### config.mk
export PLATFORM = sky130hd
export DESIGN_NAME = segment_table_translator_flat
export DESIGN_NICKNAME = d
export VERILOG_FILES = /design/src/rtl/core/stt_pkg.sv /design/src/rtl/core/stt_if.sv /design/src/rtl/core/stt_ram.sv /design/src/rtl/core/stt_ctrl.sv /design/src/rtl/core/stt_datapath.sv /design/src/rtl/core/segment_table_translator.sv /design/src/flat_wrapper.sv
export SDC_FILE = /design/constraint.sdc
export NUM_CORES = 2
export LEC_CHECK = 0
export CAP_MARGIN = 5
export CELL_PAD_IN_SITES_DETAIL_PLACEMENT = 1
export CELL_PAD_IN_SITES_GLOBAL_PLACEMENT = 1
export CORE_AREA = 10 10 470 472
export DETAILED_ROUTE_END_ITERATION = 16
export DIE_AREA = 0 0 480 482
export DONT_BUFFER_PORTS = 1
export HOLD_SLACK_MARGIN = 0.05
export PLACE_DENSITY = 0.78
export SYNTH_ARGS = -nofsm -noshare
export SYNTH_HDL_FRONTEND = slang
export SYNTH_SLANG_ARGS = --single-unit
export TNS_END_PERCENT = 100
### constraint.sdc
create_clock -name clk -period 14.5 [get_ports clk]
set_input_delay 1.45 -clock clk [delete_from_list [all_inputs] [get_ports clk]]
set_output_delay 1.45 -clock clk [all_outputs]
set_load 0.02 [all_outputs]
### src/rtl/core/stt_pkg.sv
`timescale 1ns / 1ps
// ----------------------------------------------------------------------------
// stt_pkg: segment table translator shared types and constants
// Op and status codes, entry layout, controller states and the
// command/status bundles between controller and datapath.
// ----------------------------------------------------------------------------
package stt_pkg;

  localparam int MAX_SEGMENTS_DEF = 16;
  localparam int ADDR_W           = 64;
  localparam int SIZE_W           = 32;
  localparam int PERM_W           = 3;
  localparam int SEG_IDX_W        = 4;
  localparam logic [ADDR_W-1:0] AUTO_GAP = 64'h0000_0000_0000_1024;

  typedef enum logic {
    OP_ALLOC  = 1'b0,
    OP_LOOKUP = 1'b1
  } op_t;

  typedef enum logic [1:0] {
    ST_OK    = 2'd0,
    ST_TAKEN = 2'd1,
    ST_FULL  = 2'd2,
    ST_MISS  = 2'd3
  } status_t;

  typedef struct packed {
    logic [ADDR_W-1:0] seg_start;
    logic [ADDR_W-1:0] seg_end;
    logic [PERM_W-1:0] perms;
  } seg_entry_t;

  localparam int ENTRY_W = $bits(seg_entry_t);

  typedef enum logic [1:0] {
    S_IDLE,
    S_SCAN,
    S_FINISH
  } state_t;

  typedef struct packed {
    logic load;
    logic scan;
    logic finish;
  } stt_cmd_t;

  typedef struct packed {
    logic scan_done;
  } stt_stat_t;

endpackage

### src/rtl/core/stt_if.sv
`timescale 1ns / 1ps
// ----------------------------------------------------------------------------
// stt_if: item channels of the segment table translator
// Request channel (alloc/lookup) and response channel, valid/ready.
// ----------------------------------------------------------------------------
interface stt_req_if;
  logic                      valid;
  logic                      ready;
  logic                      operation;
  logic [stt_pkg::ADDR_W-1:0] address;
  logic [stt_pkg::SIZE_W-1:0] seg_size;
  logic [stt_pkg::PERM_W-1:0] perm_bits;

  modport source (output valid, operation, address, seg_size, perm_bits, input ready);
  modport sink   (input valid, operation, address, seg_size, perm_bits, output ready);
endinterface

interface stt_rsp_if;
  logic                         valid;
  logic                         ready;
  logic [1:0]                   status;
  logic [stt_pkg::ADDR_W-1:0]    result_address;
  logic [stt_pkg::SEG_IDX_W-1:0] segment_index;
  logic [stt_pkg::PERM_W-1:0]    found_perms;

  modport source (output valid, status, result_address, segment_index, found_perms,
                  input ready);
  modport sink   (input valid, status, result_address, segment_index, found_perms,
                  output ready);
endinterface

### src/rtl/core/stt_ram.sv
`timescale 1ns / 1ps
// ----------------------------------------------------------------------------
// stt_ram: generic single-write, single-read RAM
// One write port, one read port with registered read data.
// ----------------------------------------------------------------------------
module stt_ram #(
  parameter int WIDTH = 8,
  parameter int DEPTH = 16
) (
  input  logic                     clk,
  input  logic                     we,
  input  logic [$clog2(DEPTH)-1:0] waddr,
  input  logic [WIDTH-1:0]         wdata,
  input  logic                     re,
  input  logic [$clog2(DEPTH)-1:0] raddr,
  output logic [WIDTH-1:0]         rdata
);

  logic [WIDTH-1:0] mem [DEPTH];

  always_ff @(posedge clk) begin
    if (we) begin
      mem[waddr] <= wdata;
    end
    if (re) begin
      rdata <= mem[raddr];
    end
  end

endmodule

### src/rtl/core/stt_ctrl.sv
`timescale 1ns / 1ps
// ----------------------------------------------------------------------------
// stt_ctrl: segment table translator controller
// Sequences accept, table scan and finish; owns the response valid flag.
// ----------------------------------------------------------------------------
module stt_ctrl (
  input  logic               clk,
  input  logic               rst,
  input  logic               req_valid,
  output logic               req_ready,
  output logic               rsp_valid,
  input  logic               rsp_ready,
  input  stt_pkg::stt_stat_t stat,
  output stt_pkg::stt_cmd_t  cmd
);
  import stt_pkg::*;

  state_t state;
  state_t state_next;
  logic   slot_free;

  assign slot_free = !rsp_valid || rsp_ready;

  always_ff @(posedge clk) begin
    if (rst) begin
      state     <= S_IDLE;
      rsp_valid <= 1'b0;
    end else begin
      state <= state_next;
      if (cmd.finish) begin
        rsp_valid <= 1'b1;
      end else if (rsp_ready) begin
        rsp_valid <= 1'b0;
      end
    end
  end

  always_comb begin
    state_next = state;
    case (state)
      S_IDLE: begin
        if (req_valid) state_next = S_SCAN;
      end
      S_SCAN: begin
        if (stat.scan_done) state_next = S_FINISH;
      end
      S_FINISH: begin
        if (slot_free) state_next = S_IDLE;
      end
      default: state_next = S_IDLE;
    endcase
  end

  always_comb begin
    req_ready  = 1'b0;
    cmd        = '0;
    case (state)
      S_IDLE: begin
        req_ready = !rst;
        cmd.load  = req_valid && !rst;
      end
      S_SCAN: begin
        cmd.scan = 1'b1;
      end
      S_FINISH: begin
        cmd.finish = slot_free;
      end
      default: begin
        req_ready = 1'b0;
      end
    endcase
  end

endmodule

### src/rtl/core/stt_datapath.sv
`timescale 1ns / 1ps
// ----------------------------------------------------------------------------
// stt_datapath: segment table translator datapath
// Item registers, segment RAM, pipelined scan compare, allocation
// counters and the response register.
// ----------------------------------------------------------------------------
module stt_datapath #(
  parameter int MAX_SEGMENTS = stt_pkg::MAX_SEGMENTS_DEF
) (
  input  logic                          clk,
  input  logic                          rst,
  input  stt_pkg::stt_cmd_t             cmd,
  output stt_pkg::stt_stat_t            stat,
  input  logic                          operation,
  input  logic [stt_pkg::ADDR_W-1:0]    address,
  input  logic [stt_pkg::SIZE_W-1:0]    seg_size,
  input  logic [stt_pkg::PERM_W-1:0]    perm_bits,
  output logic [1:0]                    status,
  output logic [stt_pkg::ADDR_W-1:0]    result_address,
  output logic [stt_pkg::SEG_IDX_W-1:0] segment_index,
  output logic [stt_pkg::PERM_W-1:0]    found_perms
);
  import stt_pkg::*;

  localparam int IW = $clog2(MAX_SEGMENTS);
  localparam int CW = $clog2(MAX_SEGMENTS + 1);
  localparam logic [CW-1:0] FULL_COUNT = CW'(MAX_SEGMENTS);

  // item registers
  logic              op_r;
  logic              auto_r;
  logic [ADDR_W-1:0] addr_r;
  logic [ADDR_W-1:0] base_r;
  logic [SIZE_W-1:0] size_r;
  logic [PERM_W-1:0] perm_r;

  // table state
  logic [CW-1:0]     used_count;
  logic [ADDR_W-1:0] next_base;

  // scan state
  logic [CW-1:0]     rd_idx;
  logic [IW-1:0]     chk_idx;
  logic              chk_vld;
  logic              found;
  logic [IW-1:0]     hit_idx;
  logic [ADDR_W-1:0] hit_off;
  logic [PERM_W-1:0] hit_perms;

  seg_entry_t        rd_entry;
  seg_entry_t        wr_entry;
  logic [ENTRY_W-1:0] rdata;
  logic              issue;
  logic              match;
  logic              commit;
  logic [ADDR_W-1:0] end_addr;

  logic [1:0]           res_status;
  logic [ADDR_W-1:0]    res_addr;
  logic [SEG_IDX_W-1:0] res_idx;
  logic [PERM_W-1:0]    res_perms;

  assign rd_entry = seg_entry_t'(rdata);
  assign match    = cmd.scan && chk_vld &&
                    (addr_r >= rd_entry.seg_start) && (addr_r < rd_entry.seg_end);
  assign issue    = cmd.scan && !auto_r && !match && (rd_idx < used_count);
  assign stat.scan_done = auto_r || match || (rd_idx == used_count);

  assign end_addr = base_r + ADDR_W'(size_r);
  assign commit   = cmd.finish && (op_r == OP_ALLOC) && !found &&
                    (used_count != FULL_COUNT);

  assign wr_entry.seg_start = base_r;
  assign wr_entry.seg_end   = end_addr;
  assign wr_entry.perms     = perm_r;

  stt_ram #(
    .WIDTH(ENTRY_W),
    .DEPTH(MAX_SEGMENTS)
  ) u_seg_ram (
    .clk  (clk),
    .we   (commit),
    .waddr(used_count[IW-1:0]),
    .wdata(wr_entry),
    .re   (issue),
    .raddr(rd_idx[IW-1:0]),
    .rdata(rdata)
  );

  always_comb begin
    res_status = ST_OK;
    res_addr   = '0;
    res_idx    = '0;
    res_perms  = '0;
    if (op_r == OP_LOOKUP) begin
      if (found) begin
        res_addr  = hit_off;
        res_idx   = SEG_IDX_W'(hit_idx);
        res_perms = hit_perms;
      end else begin
        res_status = ST_MISS;
      end
    end else if (found) begin
      res_status = ST_TAKEN;
    end else if (used_count == FULL_COUNT) begin
      res_status = ST_FULL;
    end else begin
      res_addr  = base_r;
      res_idx   = SEG_IDX_W'(used_count);
      res_perms = perm_r;
    end
  end

  always_ff @(posedge clk) begin
    if (rst) begin
      used_count <= '0;
      next_base  <= '0;
      rd_idx     <= '0;
      chk_vld    <= 1'b0;
      found      <= 1'b0;
      auto_r     <= 1'b0;
    end else begin
      if (cmd.load) begin
        op_r    <= operation;
        addr_r  <= address;
        size_r  <= seg_size;
        perm_r  <= perm_bits;
        auto_r  <= (operation == OP_ALLOC) && (address == '0);
        base_r  <= (address == '0) ? next_base + AUTO_GAP : address;
        found   <= 1'b0;
        rd_idx  <= '0;
        chk_vld <= 1'b0;
      end
      if (cmd.scan) begin
        rd_idx  <= rd_idx + CW'(issue);
        chk_vld <= issue;
        chk_idx <= rd_idx[IW-1:0];
        if (match) begin
          found     <= 1'b1;
          hit_idx   <= chk_idx;
          hit_off   <= addr_r - rd_entry.seg_start;
          hit_perms <= rd_entry.perms;
        end
      end
      if (commit) begin
        used_count <= used_count + CW'(1);
        next_base  <= end_addr;
      end
    end
  end

  always_ff @(posedge clk) begin
    if (cmd.finish) begin
      status         <= res_status;
      result_address <= res_addr;
      segment_index  <= res_idx;
      found_perms    <= res_perms;
    end
  end

endmodule

### src/rtl/core/segment_table_translator.sv
`timescale 1ns / 1ps
// ----------------------------------------------------------------------------
// segment_table_translator: base-and-bounds segment table
// Allocates segments in order and translates addresses to segment offsets.
// ----------------------------------------------------------------------------
// Usage:
//   req carries one item per valid/ready handshake: operation (alloc or
//   lookup), address, seg_size and perm_bits. rsp returns exactly one
//   result item per request: status, result_address, segment_index and
//   found_perms, with all result fields zero on a failure status.
//   Timing: one request is worked at a time. A lookup or an alloc at a
//   given base scans the allocated segments until a match or the end of
//   the table; an auto-placed alloc skips the scan. The cost is set by the
//   scan, which reads one stored segment per cycle from the segment RAM
//   and compares it against the request address. After the scan ends, the
//   finish step registers the result onto rsp once the result register is free.
//   Reset (rst, synchronous) empties the table and clears the next base;
//   segment RAM contents are not cleared and are never read before written.
//   When rsp stalls, the result register holds and the next request is still
//   taken and scanned; it waits in the finish step until the register frees.
// ----------------------------------------------------------------------------
module segment_table_translator #(
  parameter int MAX_SEGMENTS = stt_pkg::MAX_SEGMENTS_DEF
) (
  input  logic clk,
  input  logic rst,
  stt_req_if.sink   req,
  stt_rsp_if.source rsp
);
  import stt_pkg::*;

  stt_cmd_t  cmd;
  stt_stat_t stat;

  stt_ctrl u_ctrl (
    .clk      (clk),
    .rst      (rst),
    .req_valid(req.valid),
    .req_ready(req.ready),
    .rsp_valid(rsp.valid),
    .rsp_ready(rsp.ready),
    .stat     (stat),
    .cmd      (cmd)
  );

  stt_datapath #(
    .MAX_SEGMENTS(MAX_SEGMENTS)
  ) u_datapath (
    .clk           (clk),
    .rst           (rst),
    .cmd           (cmd),
    .stat          (stat),
    .operation     (req.operation),
    .address       (req.address),
    .seg_size      (req.seg_size),
    .perm_bits     (req.perm_bits),
    .status        (rsp.status),
    .result_address(rsp.result_address),
    .segment_index (rsp.segment_index),
    .found_perms   (rsp.found_perms)
  );

endmodule
### src/flat_wrapper.sv
// flat-port wrapper written by rule: the top's interface ports become plain ports
module segment_table_translator_flat import stt_pkg::*;
#(
  parameter int MAX_SEGMENTS = stt_pkg::MAX_SEGMENTS_DEF
)
  (clk, rst, req_valid, req_operation, req_address, req_seg_size, req_perm_bits, req_ready, rsp_valid, rsp_status, rsp_result_address, rsp_segment_index, rsp_found_perms, rsp_ready);
  stt_req_if req_i ();
  stt_rsp_if rsp_i ();
  input  logic clk;
  input  logic rst;
  input wire logic [$bits(req_i.valid)-1:0] req_valid;
  input wire logic [$bits(req_i.operation)-1:0] req_operation;
  input wire logic [$bits(req_i.address)-1:0] req_address;
  input wire logic [$bits(req_i.seg_size)-1:0] req_seg_size;
  input wire logic [$bits(req_i.perm_bits)-1:0] req_perm_bits;
  output wire logic [$bits(req_i.ready)-1:0] req_ready;
  output wire logic [$bits(rsp_i.valid)-1:0] rsp_valid;
  output wire logic [$bits(rsp_i.status)-1:0] rsp_status;
  output wire logic [$bits(rsp_i.result_address)-1:0] rsp_result_address;
  output wire logic [$bits(rsp_i.segment_index)-1:0] rsp_segment_index;
  output wire logic [$bits(rsp_i.found_perms)-1:0] rsp_found_perms;
  input wire logic [$bits(rsp_i.ready)-1:0] rsp_ready;
  assign req_i.valid = req_valid;
  assign req_i.operation = req_operation;
  assign req_i.address = req_address;
  assign req_i.seg_size = req_seg_size;
  assign req_i.perm_bits = req_perm_bits;
  assign req_ready = req_i.ready;
  assign rsp_valid = rsp_i.valid;
  assign rsp_status = rsp_i.status;
  assign rsp_result_address = rsp_i.result_address;
  assign rsp_segment_index = rsp_i.segment_index;
  assign rsp_found_perms = rsp_i.found_perms;
  assign rsp_i.ready = rsp_ready;
  segment_table_translator #(.MAX_SEGMENTS(MAX_SEGMENTS)) u_core (.clk(clk), .rst(rst), .req(req_i), .rsp(rsp_i));
endmodule
* Word-level counts from Yosys, hierarchy flattened
Memory sizes are Yosys's and may differ from the RTL's. A register that Yosys moved wholly into a read port is not among the register bits.
Index checks and enable logic that the tools add are counted.
W data, S select, Z words.
** Cells by class
- Mux-type cells :: 36
- Multiply operators :: 0
- $add $sub $neg :: 5
- Order comparisons :: 3
- Bitwise operators :: 3
- Divide/modulo/power cells :: 0
- Reductions and logical operators :: 27
- Shift operators :: 0
- Eq/ne operators :: 8
** Operators by type and width (count)
- $mux W64 :: 5
- $add A64 B13 Y64 const B :: 1
- $add A64 B32 Y64 :: 1
- $ge A64 B64 Y1 :: 1
- $logic_not A64 Y1 :: 1
- $lt A64 B64 Y1 :: 1
- $sub A64 B64 Y64 :: 1
- $mux W4 :: 4
- $mux W2 :: 7
- $mux W1 :: 13
- $mux W3 :: 4
- $logic_and A1 B1 Y1 :: 11
- $mux W5 :: 2
- $pmux W2 S3 :: 1
- $reduce_and A3 Y1 :: 2
- $add A5 B1 Y5 :: 1
- $add A5 B1 Y5 const B :: 1
- $eq A5 B5 Y1 :: 1
- $eq A5 B5 Y1 const B :: 1
- $logic_not A1 Y1 :: 5
- $lt A5 B5 Y1 :: 1
- $ne A5 B5 Y1 const B :: 1
- $ne A2 B2 Y1 const B :: 2
- $reduce_and A2 Y1 :: 2
- other kinds (7) :: 12
** Storage, ports and cells
- Bits in latches :: 0
- Memories :: 1
- Register bits :: 392
- Output and inout bits :: 75
- Logic and storage cells :: 104
- Memory bits (writable) :: 2096
- Memory bits (read-only) :: 0
** Memories
- u_core.u_datapath.u_seg_ram.mem :: words 16, width 131, read ports 1, clocked after Yosys merged registers in 1, wr ports 1, line stt_ram.sv:19 : logic [WIDTH-1:0] mem [DEPTH];

* Longest topological paths before layout
- Depth in word-level cells :: 10
- Mapped depth :: 20
- Mapped depth without buffers :: 20

* By module
A second synthesis with hierarchy kept.
** Second synthesis, totals
- Cells, all modules :: 5695
- Area, all modules :: 105967.9 um2
** Modules (own cells, without submodules)
- stt_ram :: cells each 3419, area each 82648.0 um2, sequential area each 66874.1 um2, times used 1
- stt_datapath :: cells each 2259, area each 23154.7 um2, sequential area each 10910.5 um2, times used 1
- stt_ctrl :: cells each 17, area each 165.2 um2, sequential area each 60.1 um2, times used 1

* Least setup slack after synthesis
No wires, ideal clock.
- Kind :: input-to-reg
- Start point :: input rsp_ready
- End point :: memory u_core.u_datapath.u_seg_ram.mem[2][0] (netlist bit), enable pin
- Arrival time :: 14.694 ns
- Required time :: 13.719 ns
- Stages :: 7
- Setup slack :: -0.975 ns
- Path through :: nand2b_1 > nor2b_1 > and2_1 > buf_2 > clkbuf_1 > nand2_1 > nor3_1
** RTL lines
- start: declaration :: line flat_wrapper.sv:22 : input wire logic [$bits(rsp_i.ready)-1:0] rsp_ready;
- end: declaration :: line stt_ram.sv:19

* Worst setup path after layout
- Start point :: register u_core.u_datapath.addr_r[0]
- End point :: register u_core.u_datapath.rd_idx[2]
** On the way
- Cells in the longest elaborated chain, start to end :: 8
** Ends and longest elaborated chain
- start: declaration :: line stt_datapath.sv:32 : logic [ADDR_W-1:0] addr_r;
- start signal: assignment :: line stt_datapath.sv:125 : addr_r <= address;
- $ge A64 B64 Y1 :: line stt_datapath.sv:65 : (addr_r >= rd_entry.seg_start) && (addr_r < rd_entry.seg_end);
- $logic_and A1 B1 Y1 :: line stt_datapath.sv:64 : assign match = cmd.scan && chk_vld &&
- $logic_and A1 B1 Y1 (*) :: line stt_datapath.sv:65
- $logic_not A1 Y1 (*) :: line stt_datapath.sv:66 : assign issue = cmd.scan && !auto_r && !match && (rd_idx < used_count);
- $logic_and A1 B1 Y1 (*) (2 in series) :: line stt_datapath.sv:66
- $add A5 B1 Y5 (*) :: line stt_datapath.sv:135 : rd_idx <= rd_idx + CW'(issue);
- $mux W5 (*) :: line stt_datapath.sv:134 : if (cmd.scan) begin
- end signal: assignment :: line stt_datapath.sv:135
- end: declaration :: line stt_datapath.sv:42 : logic [CW-1:0] rd_idx;
Mark *: on every way between the ends. The rest lies on a longest branch, timed or not.
A chain may end at the register's enable or synchronous reset.

==> impl_metrics.json <==
{
  "area_growth_syn_to_layout_pct": 12.2,
  "crit_path_end": "u_core.u_datapath.rd_idx[2]",
  "place_inst": 7987,
  "crit_path_max_fanout": 91,
  "fin_ws_ns": 8.11,
  "rsz0062_at_grt": "no",
  "coreArea_um2": 211000,
  "critPathRequiredTime_ns": 15.28,
  "yosysTopAreaCellShare_pct": 72.4,
  "clockBufferDepth": 4,
  "worstSetupStartpointType": "register",
  "synth.lib_cells_used.distinct": 73,
  "cts_tree": "built",
  "reg2reg_slack_ns": 8.11,
  "synth_compound_area_share_pct": 4.16,
  "yosys.area_share.simple_pct": 2.90,
  "whs_ns": 0.434,
  "remaining_drc_errors": 0,
  "maxCapViolCount": 0,
  "fmax_mhz": 156,
  "grt_pass1_vias": 57700,
  "drt_first_iter_violations": 8013,
  "ys_dominant_reg_cell": "edfxtp_1",
  "synthMuxAreaShare_pct": 13.9,
  "synth_top_family_by_area": "multiplexers",
  "vdd_drop_max_v": 0.000109,
  "clkLatencyLatePin_ns": 0.94,
  "p_sw_mw": 3.30,
  "tns_ns": 0,
  "p_int_mw": 12.6,
  "vias": 56400,
  "synth_top_area_cell": "edfxtp_1",
  "status": "completed",
  "firstDrtPassIters": 7,
  "worst_pin_slew_ns": 1.36,
  "start_util_pct": 49.8,
  "reg2reg_to": "u_core.u_datapath.rd_idx[2]",
  "fin_skew_ns": 0.0537,
  "vias_per_cell": 6.60,
  "placement_rows": 169,
  "antenna_found_initial": 35,
  "finalWirelength_um": 303000,
  "grt_pass1_wl_um": 430000,
  "die_area_um2": 231000,
  "stdcell_area_um2": 118000,
  "nFillCells": 18200,
  "holdCritPathClass": "register to register",
  "synth_nets": 5592,
  "die_y_um": 482,
  "hold_path_depth": 0,
  "synth_adder_area_share_pct": 2.07,
  "finalHoldViolCount": 0,
  "pin_count": 179,
  "reg2reg_depth": 19,
  "switching_share_pct": 20.7,
  "arrival_ns": 7.17,
  "clock_power_share_pct": 43.9,
  "seq_power_share_pct": 53.3,
  "ys_warn_count": 0,
  "place.gp.congestion": 0.897,
  "synth_seq_cells": 2619,
  "cts_buffers": 276,
  "power_density_nw_per_um2": 135,
  "wire_per_inst_um": 35.5,
  "cts_resized": 0,
  "slew_headroom_pct": 8.69,
  "final_cells": 8544,
  "grt_max_degree": 140,
  "finalCritPeriodShare_pct": 44.1,
  "syn-instance-count": 5315,
  "ctsHoldBuffers": 0,
  "cts_root_buffer": "clkbuf_16",
  "synth_edf_count": 2539,
  "p_comb_share_pct": 2.8,
  "synthTopCellsByArea": "edfxtp_1 72%, mux4_2 14%, ha_1 2.0%, dfxtp_1 1.5%, a21o_1 0.99%",
  "die_x_um": 480,
  "finalSetupViolations": 0,
  "grtUsageTotal_pct": 25.6,
  "synth_xor_area_share_pct": 1.49,
  "drive_gt1_share_pct": 21.2,
  "synth.most_common_cell": "edfxtp_1",
  "fin_util_pct": 55.9,
  "nNetsFinal": 5734,
  "dpl_cell_area_um2": 109000,
  "cts_sinks": 2619,
  "ys_top_cells_by_count": "2539 x edfxtp_1, 642 x mux4_2, 202 x clkbuf_1",
  "clk_pin_slew_ns": 0.06,
  "synth_area_um2": 105000,
  "ys_seq_area_share_pct": 73.9,
  "io_buffers": 0,
  "pre_cts_slack_ns": 8.28,
  "hpwl_um": 172000,
  "regToRegStartpoint": "u_core.u_datapath.addr_r[0]",
  "synthArstFlopShare_pct": 0,
  "layout_min_cycle_time_ns": 6.39,
  "htree_levels": 5,
  "syn_area_per_cell_um2": 19.8,
  "crit_path_end_kind": "register",
  "maxSlewViolCount": 0,
  "ant_nets": 0,
  "p_leak_nw": 37.6,
  "crit_path_start": "u_core.u_datapath.addr_r[0]",
  "finalPower_mw": 15.9,
  "worstSetupPathType": "register to register",
  "grt_overflow_total": 0,
  "cts_setup_buffers": 0
}
[worst min path at each step]
stage,from,to
after floorplan,u_core.u_datapath.chk_idx[0],u_core.u_datapath.hit_idx[0]
after global placement,u_core.u_datapath.chk_idx[0],u_core.u_datapath.hit_idx[0]
after detailed placement,u_core.u_datapath.chk_idx[1],u_core.u_datapath.hit_idx[1]
after CTS,u_core.u_datapath.chk_idx[1],u_core.u_datapath.hit_idx[1]
after global routing,u_core.u_datapath.chk_idx[1],u_core.u_datapath.hit_idx[1]
final,u_core.u_datapath.chk_idx[1],u_core.u_datapath.hit_idx[1]
[layout make-up]
cell class	count	area (um^2)	area share, %
clock buffers	349	7400	6.27
flip-flops and latches	2619	77900	65.9
multi-input cells	2270	26100	22.1
inverters	181	687	0.582
diodes	68	170	0.144
repair buffers	109	985	0.834
well taps	2821	3530	2.99
clock inverters	127	1340	1.14
[state kept, by name (all words and copies together), names as in the netlist, 2 cells and up]
| name | cells |
|---|---|
| u_core.u_ctrl.state | 2 |
| u_core.u_datapath.addr_r | 64 |
| u_core.u_datapath.base_r | 64 |
| u_core.u_datapath.chk_idx | 4 |
| u_core.u_datapath.found_perms | 3 |
| u_core.u_datapath.hit_idx | 4 |
| u_core.u_datapath.hit_off | 64 |
| u_core.u_datapath.hit_perms | 3 |
| u_core.u_datapath.next_base | 64 |
| u_core.u_datapath.perm_r | 3 |
| u_core.u_datapath.rd_idx | 5 |
| u_core.u_datapath.result_address | 64 |
| u_core.u_datapath.segment_index | 4 |
| u_core.u_datapath.size_r | 32 |
| u_core.u_datapath.status | 2 |
| u_core.u_datapath.u_seg_ram.mem | 2096 |
| u_core.u_datapath.u_seg_ram.rdata | 131 |
| u_core.u_datapath.used_count | 5 |
[critical path, stage by stage, from the launching register on]
cell,delay [ns]
edfxtp_1,0.34
inv_1,0.06
ha_1,0.24
fa_1,0.42
nand2b_1,0.20
a21oi_1,0.22
o21a_1,0.20
a211oi_2,0.09
o21ai_0,0.89
a41o_1,0.20
a21oi_1,0.16
or3_1,0.45
a211oi_1,1.12
nor3_2,0.15
buf_12,0.34
ha_1,0.32
ha_1,0.20
mux2_2,0.27
a22oi_1,0.21
nor2_1,0.09
[power groups by stage]
stage          Sequential (mW)  Clock, mW  Combinational, mW
4_1_cts                   8.48       7.04              0.419
6_report                  8.48       6.98              0.441
5_1_grt                   8.48       7.36              0.469
2_1_floorplan             8.60          0              0.253
3_5_place_dp              8.64          0              0.414
3_3_place_gp              8.63          0              0.391
[layout by cell type, fill, tap and decap left out, types with 44 or more instances in the layout]
master and count:
edfxtp_1 2539, dfxtp_1 76, o21ai_0 69, diode_2 68, xor2_1 68, ha_1 171, a21o_1 139, clkbuf_16 282
clkbuf_1 58, buf_4 95, clkinv_2 44, nand3_1 48, nand2_1 166, nor2_1 142, xnor2_1 96, inv_1 179
a22o_1 71, nand4_1 53, a21oi_1 167, mux4_2 642
[layer usage]
| layer | vias to the layer above | track usage (%) | wire length [um] |
|---|---|---|---|
| li1 | 22100 | - | - |
| met1 | 30000 | 35.0 | 115000 |
| met2 | 3649 | 40.6 | 146000 |
| met3 | 641 | 4.43 | 28500 |
| met4 | 8 | 11.9 | 13900 |
| met5 | - | 0 | 61 |
[logic make-up (layout without fill, tap and decap cells)]
family	count (synthesis)	count (layout)
and+or+nand+nor	621	621
buffers and inverters	426	766
AOI/OAI and AO/OA	641	641
DFF	2619	2619
xor gates and xnor gates	178	178
muxes	657	657
adders and majority gates	173	173
other	0	68
Note: power is estimated with default switching activity, not from simulation.
